**config.mk**
```make
export PLATFORM = sky130hd
export DESIGN_NAME = ghash_accumulator
export DESIGN_NICKNAME = d
export VERILOG_FILES = /design/src/rtl/gha_pkg.sv /design/src/rtl/gha_front.sv /design/src/rtl/gha_fifo.sv /design/src/rtl/gha_engine.sv /design/src/rtl/ghash_accumulator.sv
export VERILOG_INCLUDE_DIRS = /design/src /design/src/rtl
export SDC_FILE = /design/constraint.sdc
export NUM_CORES = 2
export LEC_CHECK = 0
export ABC_AREA = 0
export ABC_CLOCK_PERIOD_IN_PS = 13000
export BUFFER_PORTS_ARGS = -buffer_cell sky130_fd_sc_hd__buf_2
export CORE_MARGIN = 4
export CORE_UTILIZATION = 50
export CTS_BUF_LIST = sky130_fd_sc_hd__clkbuf_8
export DETAILED_ROUTE_END_ITERATION = 7
export HOLD_SLACK_MARGIN = 0.02
export MAX_ROUTING_LAYER = met4
export PLACE_DENSITY_LB_ADDON = 0.2
export SLEW_MARGIN = 20
export SYNTH_ARGS = -nofsm -noshare
export SYNTH_HDL_FRONTEND = slang
export SYNTH_SLANG_ARGS = --single-unit
```
**constraint.sdc**
```tcl
create_clock -name i_clk -period 13 [get_ports i_clk]
set_input_delay 1.95 -clock i_clk [delete_from_list [all_inputs] [get_ports i_clk]]
set_output_delay 1.95 -clock i_clk [all_outputs]
set_load 0.02 [all_outputs]
```
**src/rtl/assert_macros.svh**
```systemverilog
// ----------------------------------------------------------------------------
// Assertion macros
// Shared concurrent assertion wrappers for the GHASH accumulator RTL.
// ----------------------------------------------------------------------------
`ifndef ASSERT_MACROS_SVH
`define ASSERT_MACROS_SVH
`ifndef ASSERT_OFF
// plain property check, disabled while reset is held
`define GHA_ASSERT(lbl, clk, rst_n, prop) \
    lbl: assert property (@(posedge clk) disable iff (!rst_n) (prop)) \
        else $error("ghash accumulator check failed");
// same-cycle implication check, disabled while reset is held
`define GHA_ASSERT_IMPL(lbl, clk, rst_n, cond, expr) \
    lbl: assert property (@(posedge clk) disable iff (!rst_n) (cond) |-> (expr)) \
        else $error("ghash accumulator check failed");
`else
`define GHA_ASSERT(lbl, clk, rst_n, prop)
`define GHA_ASSERT_IMPL(lbl, clk, rst_n, cond, expr)
`endif
`endif

```
**src/rtl/gha_pkg.sv**
```systemverilog
`timescale 1ns / 1ps
// ----------------------------------------------------------------------------
// gha_pkg
// Types and constants shared by the GHASH accumulator modules.
// ----------------------------------------------------------------------------
package gha_pkg;

    // block geometry
    localparam int BLOCK_BITS  = 128;
    localparam int BLOCK_BYTES = 16;
    localparam int HALF_BITS   = 64;
    localparam int COUNT_W     = 5;

    // multiplier digit: key-shift steps per cycle
    localparam int DIGIT_BITS = 8;
    localparam int STEPS      = BLOCK_BITS / DIGIT_BITS;
    localparam int STEP_W     = $clog2(STEPS);

    // reduction term of the reflected field polynomial
    localparam logic [BLOCK_BITS-1:0] GF_POLY = {8'hE1, 120'd0};

    // command queue depth, power of two
    localparam int QUEUE_DEPTH = 4;

    // input operation codes
    localparam logic [1:0] OP_AAD    = 2'd0;
    localparam logic [1:0] OP_CIPHER = 2'd1;
    localparam logic [1:0] OP_FINISH = 2'd2;

    // configuration register indexes
    localparam int CFG_IDX_W = 1;
    localparam logic [CFG_IDX_W-1:0] REG_KEY_HI = 1'd0;
    localparam logic [CFG_IDX_W-1:0] REG_KEY_LO = 1'd1;

    // command from front end to multiplier engine
    typedef struct packed {
        logic                  emit;  // finish: emit hash and clear
        logic [BLOCK_BITS-1:0] blk;   // padded block or length block
    } t_cmd;

endpackage

```
**src/rtl/gha_front.sv**
```systemverilog
`timescale 1ns / 1ps
// ----------------------------------------------------------------------------
// gha_front
// Accepts input transactions, pads short blocks, keeps the section byte
// counters and builds the length block on finish.
// ----------------------------------------------------------------------------
module gha_front #(
    parameter int LEN_COUNT_BITS = 61
) (
    input  logic                         i_clk,
    input  logic                         i_rst_n,
    input  logic                         i_push,
    input  logic                         i_full,
    input  logic [1:0]                   i_op,
    input  logic [gha_pkg::HALF_BITS-1:0] i_data_hi,
    input  logic [gha_pkg::HALF_BITS-1:0] i_data_lo,
    input  logic [gha_pkg::COUNT_W-1:0]  i_byte_count,
    output logic                         o_cmd_push,
    output gha_pkg::t_cmd                o_cmd
);

    logic [LEN_COUNT_BITS-1:0] r_aad_bytes, n_aad_bytes;
    logic [LEN_COUNT_BITS-1:0] r_cipher_bytes, n_cipher_bytes;

    logic                               accept;
    logic                               is_finish;
    logic                               is_data;
    logic [gha_pkg::COUNT_W-1:0]        n_eff;
    logic [gha_pkg::BLOCK_BITS-1:0]     raw_blk;
    logic [gha_pkg::BLOCK_BITS-1:0]     pad_blk;
    logic [gha_pkg::HALF_BITS-1:0]      abits;
    logic [gha_pkg::HALF_BITS-1:0]      cbits;

    assign accept    = i_push && !i_full;
    assign is_finish = (i_op == gha_pkg::OP_FINISH);
    assign is_data   = ((i_op == gha_pkg::OP_AAD) || (i_op == gha_pkg::OP_CIPHER))
                       && (i_byte_count != '0);

    // clamp oversized counts to a full block
    assign n_eff = (i_byte_count > gha_pkg::COUNT_W'(gha_pkg::BLOCK_BYTES))
                   ? gha_pkg::COUNT_W'(gha_pkg::BLOCK_BYTES) : i_byte_count;

    // zero bytes past the count; byte 0 is the top byte of data_hi
    assign raw_blk = {i_data_hi, i_data_lo};
    always_comb begin
        for (int b = 0; b < gha_pkg::BLOCK_BYTES; b++) begin
            pad_blk[gha_pkg::BLOCK_BITS-1-8*b -: 8] =
                (gha_pkg::COUNT_W'(b) < n_eff) ? raw_blk[gha_pkg::BLOCK_BITS-1-8*b -: 8]
                                               : 8'h00;
        end
    end

    // bit lengths for the finish block
    assign abits = gha_pkg::HALF_BITS'(r_aad_bytes) << 3;
    assign cbits = gha_pkg::HALF_BITS'(r_cipher_bytes) << 3;

    // command to the queue; ignored items produce nothing
    assign o_cmd_push = accept && (is_finish || is_data);
    assign o_cmd.emit = is_finish;
    assign o_cmd.blk  = is_finish ? {abits, cbits} : pad_blk;

    // section byte counters, wrapping
    always_comb begin
        n_aad_bytes    = r_aad_bytes;
        n_cipher_bytes = r_cipher_bytes;
        if (accept && is_finish) begin
            n_aad_bytes    = '0;
            n_cipher_bytes = '0;
        end else if (accept && is_data && (i_op == gha_pkg::OP_AAD)) begin
            n_aad_bytes = r_aad_bytes + LEN_COUNT_BITS'(n_eff);
        end else if (accept && is_data) begin
            n_cipher_bytes = r_cipher_bytes + LEN_COUNT_BITS'(n_eff);
        end
    end

    always_ff @(posedge i_clk) begin
        if (!i_rst_n) begin
            r_aad_bytes    <= '0;
            r_cipher_bytes <= '0;
        end else begin
            r_aad_bytes    <= n_aad_bytes;
            r_cipher_bytes <= n_cipher_bytes;
        end
    end

endmodule

```
**src/rtl/gha_fifo.sv**
```systemverilog
`timescale 1ns / 1ps
`include "assert_macros.svh"
// ----------------------------------------------------------------------------
// gha_fifo
// Short command queue between the front end and the multiplier engine.
// ----------------------------------------------------------------------------
module gha_fifo (
    input  logic          i_clk,
    input  logic          i_rst_n,
    input  logic          i_push,
    input  gha_pkg::t_cmd i_data,
    output logic          o_full,
    input  logic          i_pop,
    output logic          o_valid,
    output gha_pkg::t_cmd o_data
);

    localparam int PTR_W = $clog2(gha_pkg::QUEUE_DEPTH);
    localparam int CNT_W = PTR_W + 1;

    gha_pkg::t_cmd r_mem [gha_pkg::QUEUE_DEPTH];

    logic [PTR_W-1:0] r_wr_ptr, n_wr_ptr;
    logic [PTR_W-1:0] r_rd_ptr, n_rd_ptr;
    logic [CNT_W-1:0] r_count, n_count;

    assign o_full  = (r_count == CNT_W'(gha_pkg::QUEUE_DEPTH));
    assign o_valid = (r_count != '0);
    assign o_data  = r_mem[r_rd_ptr];

    // pointers wrap naturally, depth is a power of two
    always_comb begin
        n_wr_ptr = i_push ? r_wr_ptr + PTR_W'(1) : r_wr_ptr;
        n_rd_ptr = i_pop  ? r_rd_ptr + PTR_W'(1) : r_rd_ptr;
        n_count  = r_count + CNT_W'(i_push) - CNT_W'(i_pop);
    end

    always_ff @(posedge i_clk) begin
        if (!i_rst_n) begin
            r_wr_ptr <= '0;
            r_rd_ptr <= '0;
            r_count  <= '0;
        end else begin
            r_wr_ptr <= n_wr_ptr;
            r_rd_ptr <= n_rd_ptr;
            r_count  <= n_count;
        end
    end

    // storage
    always_ff @(posedge i_clk) begin
        if (i_push) begin
            r_mem[r_wr_ptr] <= i_data;
        end
    end

    // no overflow, no underflow
    `GHA_ASSERT_IMPL(a_no_push_full, i_clk, i_rst_n, i_push, !o_full)
    `GHA_ASSERT_IMPL(a_no_pop_empty, i_clk, i_rst_n, i_pop, o_valid)

endmodule

```
**src/rtl/gha_engine.sv**
```systemverilog
`timescale 1ns / 1ps
`include "assert_macros.svh"
// ----------------------------------------------------------------------------
// gha_engine
// Digit-serial GF(2^128) multiplier: XORs a block into the accumulator,
// multiplies by H eight bits per cycle, and emits the hash on finish.
// ----------------------------------------------------------------------------
module gha_engine (
    input  logic                           i_clk,
    input  logic                           i_rst_n,
    input  logic [gha_pkg::BLOCK_BITS-1:0] i_key,
    input  logic                           i_cmd_valid,
    input  gha_pkg::t_cmd                  i_cmd,
    output logic                           o_cmd_pop,
    output logic                           o_res_valid,
    output logic [gha_pkg::BLOCK_BITS-1:0] o_res,
    input  logic                           i_res_pop
);

    localparam int BW = gha_pkg::BLOCK_BITS;

    logic                          r_busy, n_busy;
    logic [gha_pkg::STEP_W-1:0]    r_step, n_step;
    logic                          r_emit;
    logic [BW-1:0]                 r_x, r_z, r_v;
    logic [BW-1:0]                 r_acc, n_acc;
    logic                          r_out_valid, n_out_valid;
    logic [BW-1:0]                 r_out;

    logic          start;
    logic          active;
    logic          last;
    logic          done;
    logic          cur_emit;
    logic [BW-1:0] x_op, z_op, v_op;
    logic [BW-1:0] x_nx, z_nx, v_nx;

    // take a command when idle; a finish needs the result slot free
    assign start = !r_busy && i_cmd_valid
                   && (!i_cmd.emit || !r_out_valid || i_res_pop);
    assign active    = r_busy || start;
    assign last      = (r_step == gha_pkg::STEP_W'(gha_pkg::STEPS - 1));
    assign done      = active && last;
    assign cur_emit  = r_busy ? r_emit : i_cmd.emit;
    assign o_cmd_pop = start;

    // operand select: first digit comes straight from the queue
    always_comb begin
        if (r_busy) begin
            x_op = r_x;
            z_op = r_z;
            v_op = r_v;
        end else begin
            x_op = r_acc ^ i_cmd.blk;
            z_op = '0;
            v_op = i_key;
        end
    end

    // one digit: per bit, add V if set, then V times x with reduction
    always_comb begin
        logic carry;
        z_nx = z_op;
        v_nx = v_op;
        for (int j = 0; j < gha_pkg::DIGIT_BITS; j++) begin
            if (x_op[BW-1-j]) begin
                z_nx = z_nx ^ v_nx;
            end
            carry = v_nx[0];
            v_nx  = {1'b0, v_nx[BW-1:1]} ^ (carry ? gha_pkg::GF_POLY : '0);
        end
        x_nx = x_op << gha_pkg::DIGIT_BITS;
    end

    // control and accumulator
    always_comb begin
        n_busy      = r_busy;
        n_step      = r_step;
        n_acc       = r_acc;
        n_out_valid = r_out_valid && !i_res_pop;
        if (active) begin
            n_busy = !last;
            n_step = last ? '0 : r_step + gha_pkg::STEP_W'(1);
        end
        if (done) begin
            n_acc = cur_emit ? '0 : z_nx;
            if (cur_emit) begin
                n_out_valid = 1'b1;
            end
        end
    end

    always_ff @(posedge i_clk) begin
        if (!i_rst_n) begin
            r_busy      <= 1'b0;
            r_step      <= '0;
            r_acc       <= '0;
            r_out_valid <= 1'b0;
        end else begin
            r_busy      <= n_busy;
            r_step      <= n_step;
            r_acc       <= n_acc;
            r_out_valid <= n_out_valid;
        end
    end

    // datapath registers
    always_ff @(posedge i_clk) begin
        if (active) begin
            r_x <= x_nx;
            r_z <= z_nx;
            r_v <= v_nx;
        end
        if (start) begin
            r_emit <= i_cmd.emit;
        end
        if (done && cur_emit) begin
            r_out <= z_nx;
        end
    end

    assign o_res_valid = r_out_valid;
    assign o_res       = r_out;

    // checks
    `GHA_ASSERT_IMPL(a_step_idle, i_clk, i_rst_n, r_step != '0, r_busy)
    `GHA_ASSERT_IMPL(a_no_overwrite, i_clk, i_rst_n, done && cur_emit,
                     !r_out_valid || i_res_pop)
    `GHA_ASSERT(a_emit_clears, i_clk, i_rst_n,
                done && cur_emit |=> r_out_valid && r_acc == '0)
    `GHA_ASSERT(a_busy_holds, i_clk, i_rst_n, r_busy && !last |=> r_busy && !start)

endmodule

```
**src/rtl/ghash_accumulator.sv**
```systemverilog
`timescale 1ns / 1ps
// ----------------------------------------------------------------------------
// ghash_accumulator
// GCM GHASH engine: absorbs padded 128-bit blocks and emits the hash.
// ----------------------------------------------------------------------------
// Usage:
//   Input queue (push/full): op, data_hi/data_lo, byte_count. A block is
//   zero-padded past byte_count and counted into its section; op 3 and a
//   zero-count data block are dropped. Finish absorbs the bit-length block.
//   Result queue (empty/pop): hash_hi/hash_lo, one per finish transaction.
//   Config channel (i_cfg_valid/o_cfg_ready): index 0 key high half,
//   index 1 key low half; always ready, write only while the block is idle.
// Timing:
//   The multiplier works through 8 bits of the block per cycle, and each
//   block or finish holds it until all its bits are done; the accumulator
//   feedback allows no overlap, so a new block starts only once the
//   previous one is done. A four-entry command queue sits in front, so
//   input keeps being taken while the multiplier is busy; full rises once
//   the queue fills. With an idle engine, empty falls once a taken finish
//   has passed the queue and every multiplier step. If a result is not popped,
//   a later finish waits at the queue head and the rest wait until full rises.
// Reset: clears key, accumulator, byte counters, queue and result slot.
// ----------------------------------------------------------------------------
module ghash_accumulator #(
    parameter int LEN_COUNT_BITS = 61
) (
    input  logic                              i_clk,
    input  logic                              i_rst_n,
    // input queue
    input  logic                              push,
    output logic                              full,
    input  logic [1:0]                        i_op,
    input  logic [gha_pkg::HALF_BITS-1:0]     i_data_hi,
    input  logic [gha_pkg::HALF_BITS-1:0]     i_data_lo,
    input  logic [gha_pkg::COUNT_W-1:0]       i_byte_count,
    // result queue
    output logic                              empty,
    input  logic                              pop,
    output logic [gha_pkg::HALF_BITS-1:0]     o_hash_hi,
    output logic [gha_pkg::HALF_BITS-1:0]     o_hash_lo,
    // configuration
    input  logic                              i_cfg_valid,
    output logic                              o_cfg_ready,
    input  logic [gha_pkg::CFG_IDX_W-1:0]     i_cfg_index,
    input  logic [gha_pkg::HALF_BITS-1:0]     i_cfg_data
);

    logic [gha_pkg::HALF_BITS-1:0]  r_key_hi;
    logic [gha_pkg::HALF_BITS-1:0]  r_key_lo;

    logic                           cmd_push;
    gha_pkg::t_cmd                  cmd_in;
    logic                           q_full;
    logic                           q_valid;
    gha_pkg::t_cmd                  q_data;
    logic                           q_pop;
    logic                           res_valid;
    logic [gha_pkg::BLOCK_BITS-1:0] res;

    // key registers
    assign o_cfg_ready = 1'b1;

    always_ff @(posedge i_clk) begin
        if (!i_rst_n) begin
            r_key_hi <= '0;
            r_key_lo <= '0;
        end else if (i_cfg_valid) begin
            case (i_cfg_index)
                gha_pkg::REG_KEY_HI: r_key_hi <= i_cfg_data;
                gha_pkg::REG_KEY_LO: r_key_lo <= i_cfg_data;
                default: ;
            endcase
        end
    end

    // front end: classify, pad, count
    gha_front #(
        .LEN_COUNT_BITS(LEN_COUNT_BITS)
    ) u_front (
        .i_clk        (i_clk),
        .i_rst_n      (i_rst_n),
        .i_push       (push),
        .i_full       (q_full),
        .i_op         (i_op),
        .i_data_hi    (i_data_hi),
        .i_data_lo    (i_data_lo),
        .i_byte_count (i_byte_count),
        .o_cmd_push   (cmd_push),
        .o_cmd        (cmd_in)
    );

    // command queue
    gha_fifo u_fifo (
        .i_clk   (i_clk),
        .i_rst_n (i_rst_n),
        .i_push  (cmd_push),
        .i_data  (cmd_in),
        .o_full  (q_full),
        .i_pop   (q_pop),
        .o_valid (q_valid),
        .o_data  (q_data)
    );

    // multiplier engine
    gha_engine u_engine (
        .i_clk       (i_clk),
        .i_rst_n     (i_rst_n),
        .i_key       ({r_key_hi, r_key_lo}),
        .i_cmd_valid (q_valid),
        .i_cmd       (q_data),
        .o_cmd_pop   (q_pop),
        .o_res_valid (res_valid),
        .o_res       (res),
        .i_res_pop   (pop)
    );

    assign full      = q_full;
    assign empty     = !res_valid;
    assign o_hash_hi = res[gha_pkg::BLOCK_BITS-1:gha_pkg::HALF_BITS];
    assign o_hash_lo = res[gha_pkg::HALF_BITS-1:0];

endmodule

```
## After elaboration in Yosys (flattened, before gate mapping)

Memories as Yosys holds them, arrays and structs flattened. A register that Yosys moved wholly into a read port is not among the register bits.
Index checks and enable logic that the tools add are counted.

| storage, ports and cells | value |
|---|---|
| logic and storage cells | 141 |
| flip-flop bits (word level) | 896 |
| memories | 1 |
| RAM bits | 516 |

Memories:

| name | depth | bits a word | rd ports | clocked after Yosys merged registers in | write ports | RTL line | source |
|---|---|---|---|---|---|---|---|
| u_fifo.r_mem | 4 | 129 | 1 | 1 | 1 | gha_fifo.sv:21 | `gha_pkg::t_cmd r_mem [gha_pkg::QUEUE_DEPTH];` |

| cells by class | value |
|---|---|
| equal/unequal tests | 4 |
| mux-type cells | 46 |
| $lt $le $gt $ge | 17 |
| reductions and logical operators | 29 |
| add/sub/neg operators | 7 |
| bitwise logic cells | 20 |

Operator list:

| operator | number |
|---|---|
| two-way mux 128 bit | 21 |
| bitwise XOR 128 bit | 9 |
| bitwise XOR 127 x 128 -> 128 bit | 8 |
| two-way mux 8 bit | 16 |
| adder 61 x 5 -> 61 bit | 2 |
| less-than comparator 4 x 5 -> 1 bit, first input constant | 8 |
| less-than comparator 3 x 5 -> 1 bit, first input constant | 4 |
| logical AND 1 bit | 11 |
| less-than comparator 1 x 5 -> 1 bit, first input constant | 2 |
| less-than comparator 2 x 5 -> 1 bit, first input constant | 2 |
| zero test 1 bit | 6 |
| AND reduction 2 bit | 3 |
| > comparator 5 bit, second input constant | 1 |
| logical OR 1 bit | 5 |
| two-way mux 1 bit | 5 |
| two-way mux 5 bit | 1 |
| nonzero test 5 bit | 1 |
| adder 2 x 1 -> 2 bit, second input constant | 2 |
| adder 4 x 1 -> 4 bit, second input constant | 1 |
| == test 4 bit, second input constant | 1 |
| two-way mux 2 bit | 2 |
| two-way mux 4 bit | 1 |
| adder 3 x 1 -> 3 bit | 1 |
| == test 3 bit, second input constant | 1 |
| other kinds (7) | 9 |

## Depth between registers and ports, before layout

| depth | value |
|---|---|
| depth after elaboration | 18 |
| mapped depth | 14 |

## Cells and area by module

A second synthesis with hierarchy kept.

| unflattened totals | value |
|---|---|
| cell total of the unflattened synthesis | 6300 |
| area total of the unflattened synthesis | 73574.3 um^2 |

Modules (own cells, without submodules):

| module | instances | sequential area each (um^2) | cells an instance | area an instance (um^2) |
|---|---|---|---|---|
| gha_engine | 1 | 17847.1 | 4114 | 41979.0 |
| gha_fifo | 1 | 15675.0 | 716 | 19067.0 |
| gha_front | 1 | 2442.3 | 982 | 7649.8 |
| ghash_accumulator | 1 | 2562.5 | 488 | 4878.4 |

## Worst setup path after synthesis

No wires, ideal clock.

| path | value |
|---|---|
| path type | input to register |
| start | input pop |
| end | register u_engine.r_out[0], in the netlist u_engine.o_res[0], enable pin |
| buffers on the path | 1 |
| slack | -0.148 ns |
| stages | 6 |
| arrival time | 12.531 ns |
| cells stage by stage | nor2_1 > a21oi_1 > or2_2 > buf_2 > nand2b_1 > nor2_1 |

| on the way | value |
|---|---|
| cells in the longest elaborated chain, start to end | 5 |

RTL lines:

| item | RTL line | source |
|---|---|---|
| start, declared | ghash_accumulator.sv:38 | `input logic pop,` |
| logical OR 1 bit | gha_engine.sv:40 | `&& (!i_cmd.emit \|\| !r_out_valid \|\| i_res_pop);` |
| logical AND 1 bit | gha_engine.sv:40 |  |
| logical OR 1 bit | gha_engine.sv:41 | `assign active = r_busy \|\| start;` |
| logical AND 1 bit | gha_engine.sv:43 | `assign done = active && last;` |
| logical AND 1 bit | gha_engine.sv:117 | `if (done && cur_emit) begin` |
| end signal, assigned | gha_engine.sv:118 | `r_out <= z_nx;` |
| end, declared | gha_engine.sv:28 | `logic [BW-1:0] r_out;` |

Every way passes these cells.
A chain may end at the register's enable or synchronous reset.

==> summary.txt <==
Run status
  • Status: completed

Critical path
  • Crit-path slowest cell: buf_4
  • Cell family with most CP delay: buffers and inverters
  • Worst-path maximum fanout: around 160
  • Critical path endpoint category: register
  • Crit-path max cell delay: between 0.8 and 0.9 ns
  • R2R depth: 7
  • Worst-path cell chain: buf_4, mux4_2, a21oi_1, or2_4, buf_4, buf_12, buf_4
  • Startpoint types: register
  • Critical Path RT: 13.54 ns
  • Kind of critical path: reg2reg
  • Critical path data arrival time: between 6 and 7 ns
  • WP buf/inv: 4
  • R2r endpoint: u_engine.r_v[45]
  • Register-to-register setup slack: around 7.4 ns
  • Cell mode on critical path: buf_4

Logic synthesis
  • Netlist cell types: 65
  • Commonest cells post-synth: nand2_1, edfxtp_1, xnor2_1
  • Yosys warning count: 0
  • Top-area cell type share of the netlist area: 0.438
  • Sequential cell area fraction in the yosys report: 0.550
  • Count leader, synth: nand2_1
  • Main synth FF type: edfxtp_1
  • Yosys top cell by area: edfxtp_1
  • Net Count, Synth: ~6.3k
  • Post-Syn Area: about 0.07 mm²
  • Seq cells post-synth: approximately 1.4k
  • Mean Syn Cell Area: roughly 11 µm²
  • Top cells by area, synth: edfxtp_1, dfxtp_1, xnor2_1
  • Syn Inst Count: 6,106
  • Number of enable flip-flop cells after synthesis: 1,021
  • Ys async rst share: 0

Finish
  • Nets: around 6.6k
  • Cell Count, Final, Fillers Out: about 8.5k
  • Fill cells: between 10k and 15k
  • P&R area growth vs syn: 11.5%
  • Layout cells sized above 1: 0.171

Min path
  • Min-Delay Endpoint: r_key_hi[56]
  • Tightest Hold Check Type: reg2reg
  • Hold_sp: r_key_hi[56]
  • Hold Path Depth: 2

Timing
  • Hold Vio Cnt, Final: 0
  • # setup viols final: 0
  • Skew final: 0.0591 ns
  • Final cycle utilization of the critical path: 0.431
  • RSZ-0062 raised after global routing: no
  • Worst-margin pin slew: roughly 1.1 ns
  • Final Max Slew Viols: 0
  • Setup tns final: 0 ns
  • Max Freq: between 150 and 200 MHz
  • Normalized max-slew margin: 0.235
  • Min cycle time layout: ~5.6 ns

Floorplan
  • Ports: roughly 340
  • Core footprint: 0.139 mm²
  • # rows: around 140
  • Die W: 382 µm
  • Die H: about 380 µm
  • Starting Density: 0.503
  • Die area: 0.146 mm²

Route
  • ANT nets after route: 0
  • Post-route DRC violation count: 0
  • Number of DRC markers in iteration 0: around 5.2k
  • Wirelength per Cell: ~24 µm
  • Routed via count: between 40k and 50k
  • Pre-Repair DR Iteration Count: 5
  • Drt total wl: 207,000 µm
  • DR vias/cell: 5.62

CTS
  • Clk_lat worst skew: between 0.9 and 1 ns
  • H-Tree Depth: 4
  • Number of setup buffers added after CTS: 0
  • Hold buffer count at cts: 0
  • TritonCTS Buffers: roughly 230
  • CTS clk-pin slew, worst paths: approximately 0.060 ns
  • CTS root buf: clkbuf_8
  • CTS sink count: 1,414
  • Max Root-Sink Buffers: 3
  • CTS tree: yes
  • Post-CTS Resized: 0

GRT
  • Grt ovf: 0
  • Largest net degree at the start of global routing: ~210
  • Tot GR Track Use: 0.287
  • First-pass GRT wire length: roughly 300,000 µm
  • Vias in the first global route: around 46k
  • Initial antenna violation count: 8

Placed design
  • Placed cells: between 8k and 9k
  • Gpl congestion: between 0.9 and 1
  • Detail Placement HPWL: 137,000 µm
  • PortBufs: roughly 330

Power
  • Static leakage power: 27.2 nW
  • Max VDD drop: between 0.0002 and 0.00025 V
  • Pwr/cell area: 250 mW/mm²

Flow run
  • MaxCap Viol Count: 0
-- registers in the layout, summed over array words and instances, names as in the netlist, named ones only --
register                cells
u_engine.r_busy             1
u_fifo.r_count              3
u_engine.o_res_valid        1
u_engine.r_step             4
r_key_lo                   64
u_engine.r_v              128
u_engine.r_acc            128
u_engine.r_z              128
u_engine.r_x              120
u_engine.o_res            128
u_fifo.r_rd_ptr             2
u_front.r_cipher_bytes     61
r_key_hi                   64
u_engine.r_emit             1
u_fifo.r_wr_ptr             2
u_fifo.r_mem              516
u_front.r_aad_bytes        61
-- logic make-up (layout without fill, tap and decap cells) --
kind of cell,after synthesis,in the layout,share of synthesized area
AND/OR/NAND/NOR,2012,2012,0.117
other,1,4,0.0000535
AO/OA/AOI/OAI,612,612,0.0621
XOR/XNOR,1287,1287,0.162
flip-flops,1414,1414,0.550
buffers and inverters,369,858,0.0230
adder cells (fa/ha/maj),20,20,0.00389
multiplexers,391,391,0.0821
-- cell type report --
type	count	area, µm²	area share
clock buffer	271	3730	0.0478
tap	1876	2350	0.0301
antenna	3	7.51	0.0000961
timing repair buffer	390	2160	0.0276
sequential	1414	38500	0.493
inverter	32	125	0.00160
clock inverter	165	1160	0.0149
multi-input combinational	4323	30000	0.385
-- cells in the final DEF (no fill, tap or decap), types with 25 or more instances in the layout --
cell type	count
nand2_1	1586
edfxtp_1	1021
xnor2_1	877
xor2_1	405
dfxtp_1	390
buf_2	333
clkbuf_8	271
mux2_2	229
a22o_1	227
nor2_1	174
o21ai_0	151
a21boi_0	129
mux4_2	123
inv_1	103
buf_4	52
a21oi_1	47
nand3_1	43
clkinv_2	40
mux2i_1	36
nand4_1	30
and3_1	25
-- worst max-delay path by stage --
stage                   endpoint  slack (ns)  cells past startpoint
4_1_cts          u_engine.r_z[8]        7.30                      7
5_1_grt         u_engine.r_z[45]        7.00                      7
3_5_place_dp   u_engine.r_v[127]        7.05                      7
2_1_floorplan  u_engine.o_res[0]        1.90                      6
6_report        u_engine.r_v[45]        7.39                      7
3_3_place_gp   u_engine.r_v[127]        7.09                      7
-- worst min-delay path, cell delays in order, from the launching register on --
cell and delay (ns):
dfxtp_1 0.31, nand2_1 0.05, a21boi_0 0.07
-- report_power, final --
part / total [mW] / internal [mW] / leakage (nW) / switching, mW
Sequential: 6.91 / 6.53 / 13.0 / 0.375
Clock: 4.04 / 2.16 / 2.80 / 1.89
Combinational: 8.61 / 3.15 / 11.4 / 5.46
-- through the flow --
stage | util | area (µm²) | worst slack (ns) | power (mW) | hold slack [ns]
floorplan | - | 70000 | 1.90 | 13.2 | 0.439
global placement | 0.525 | 73200 | 7.09 | 15.3 | 0.465
detailed placement | 0.525 | 73200 | 7.05 | 15.5 | 0.469
CTS | 0.560 | 78100 | 7.30 | 19.5 | 0.479
global route | 0.560 | 78100 | 7.00 | 20.5 | 0.499
finish | 0.560 | 78100 | 7.39 | 19.6 | 0.479
-- per-layer routing --
metal | track usage | wire, µm | up-vias
li1 | - | - | 21600
met1 | 0.419 | 91900 | 23600
met2 | 0.397 | 88000 | 2107
met3 | 0.0497 | 18100 | 355
met4 | 0.118 | 8880 | 0
met5 | - | 0 | -
No activity file was read; power rests on OpenSTA's default activity.
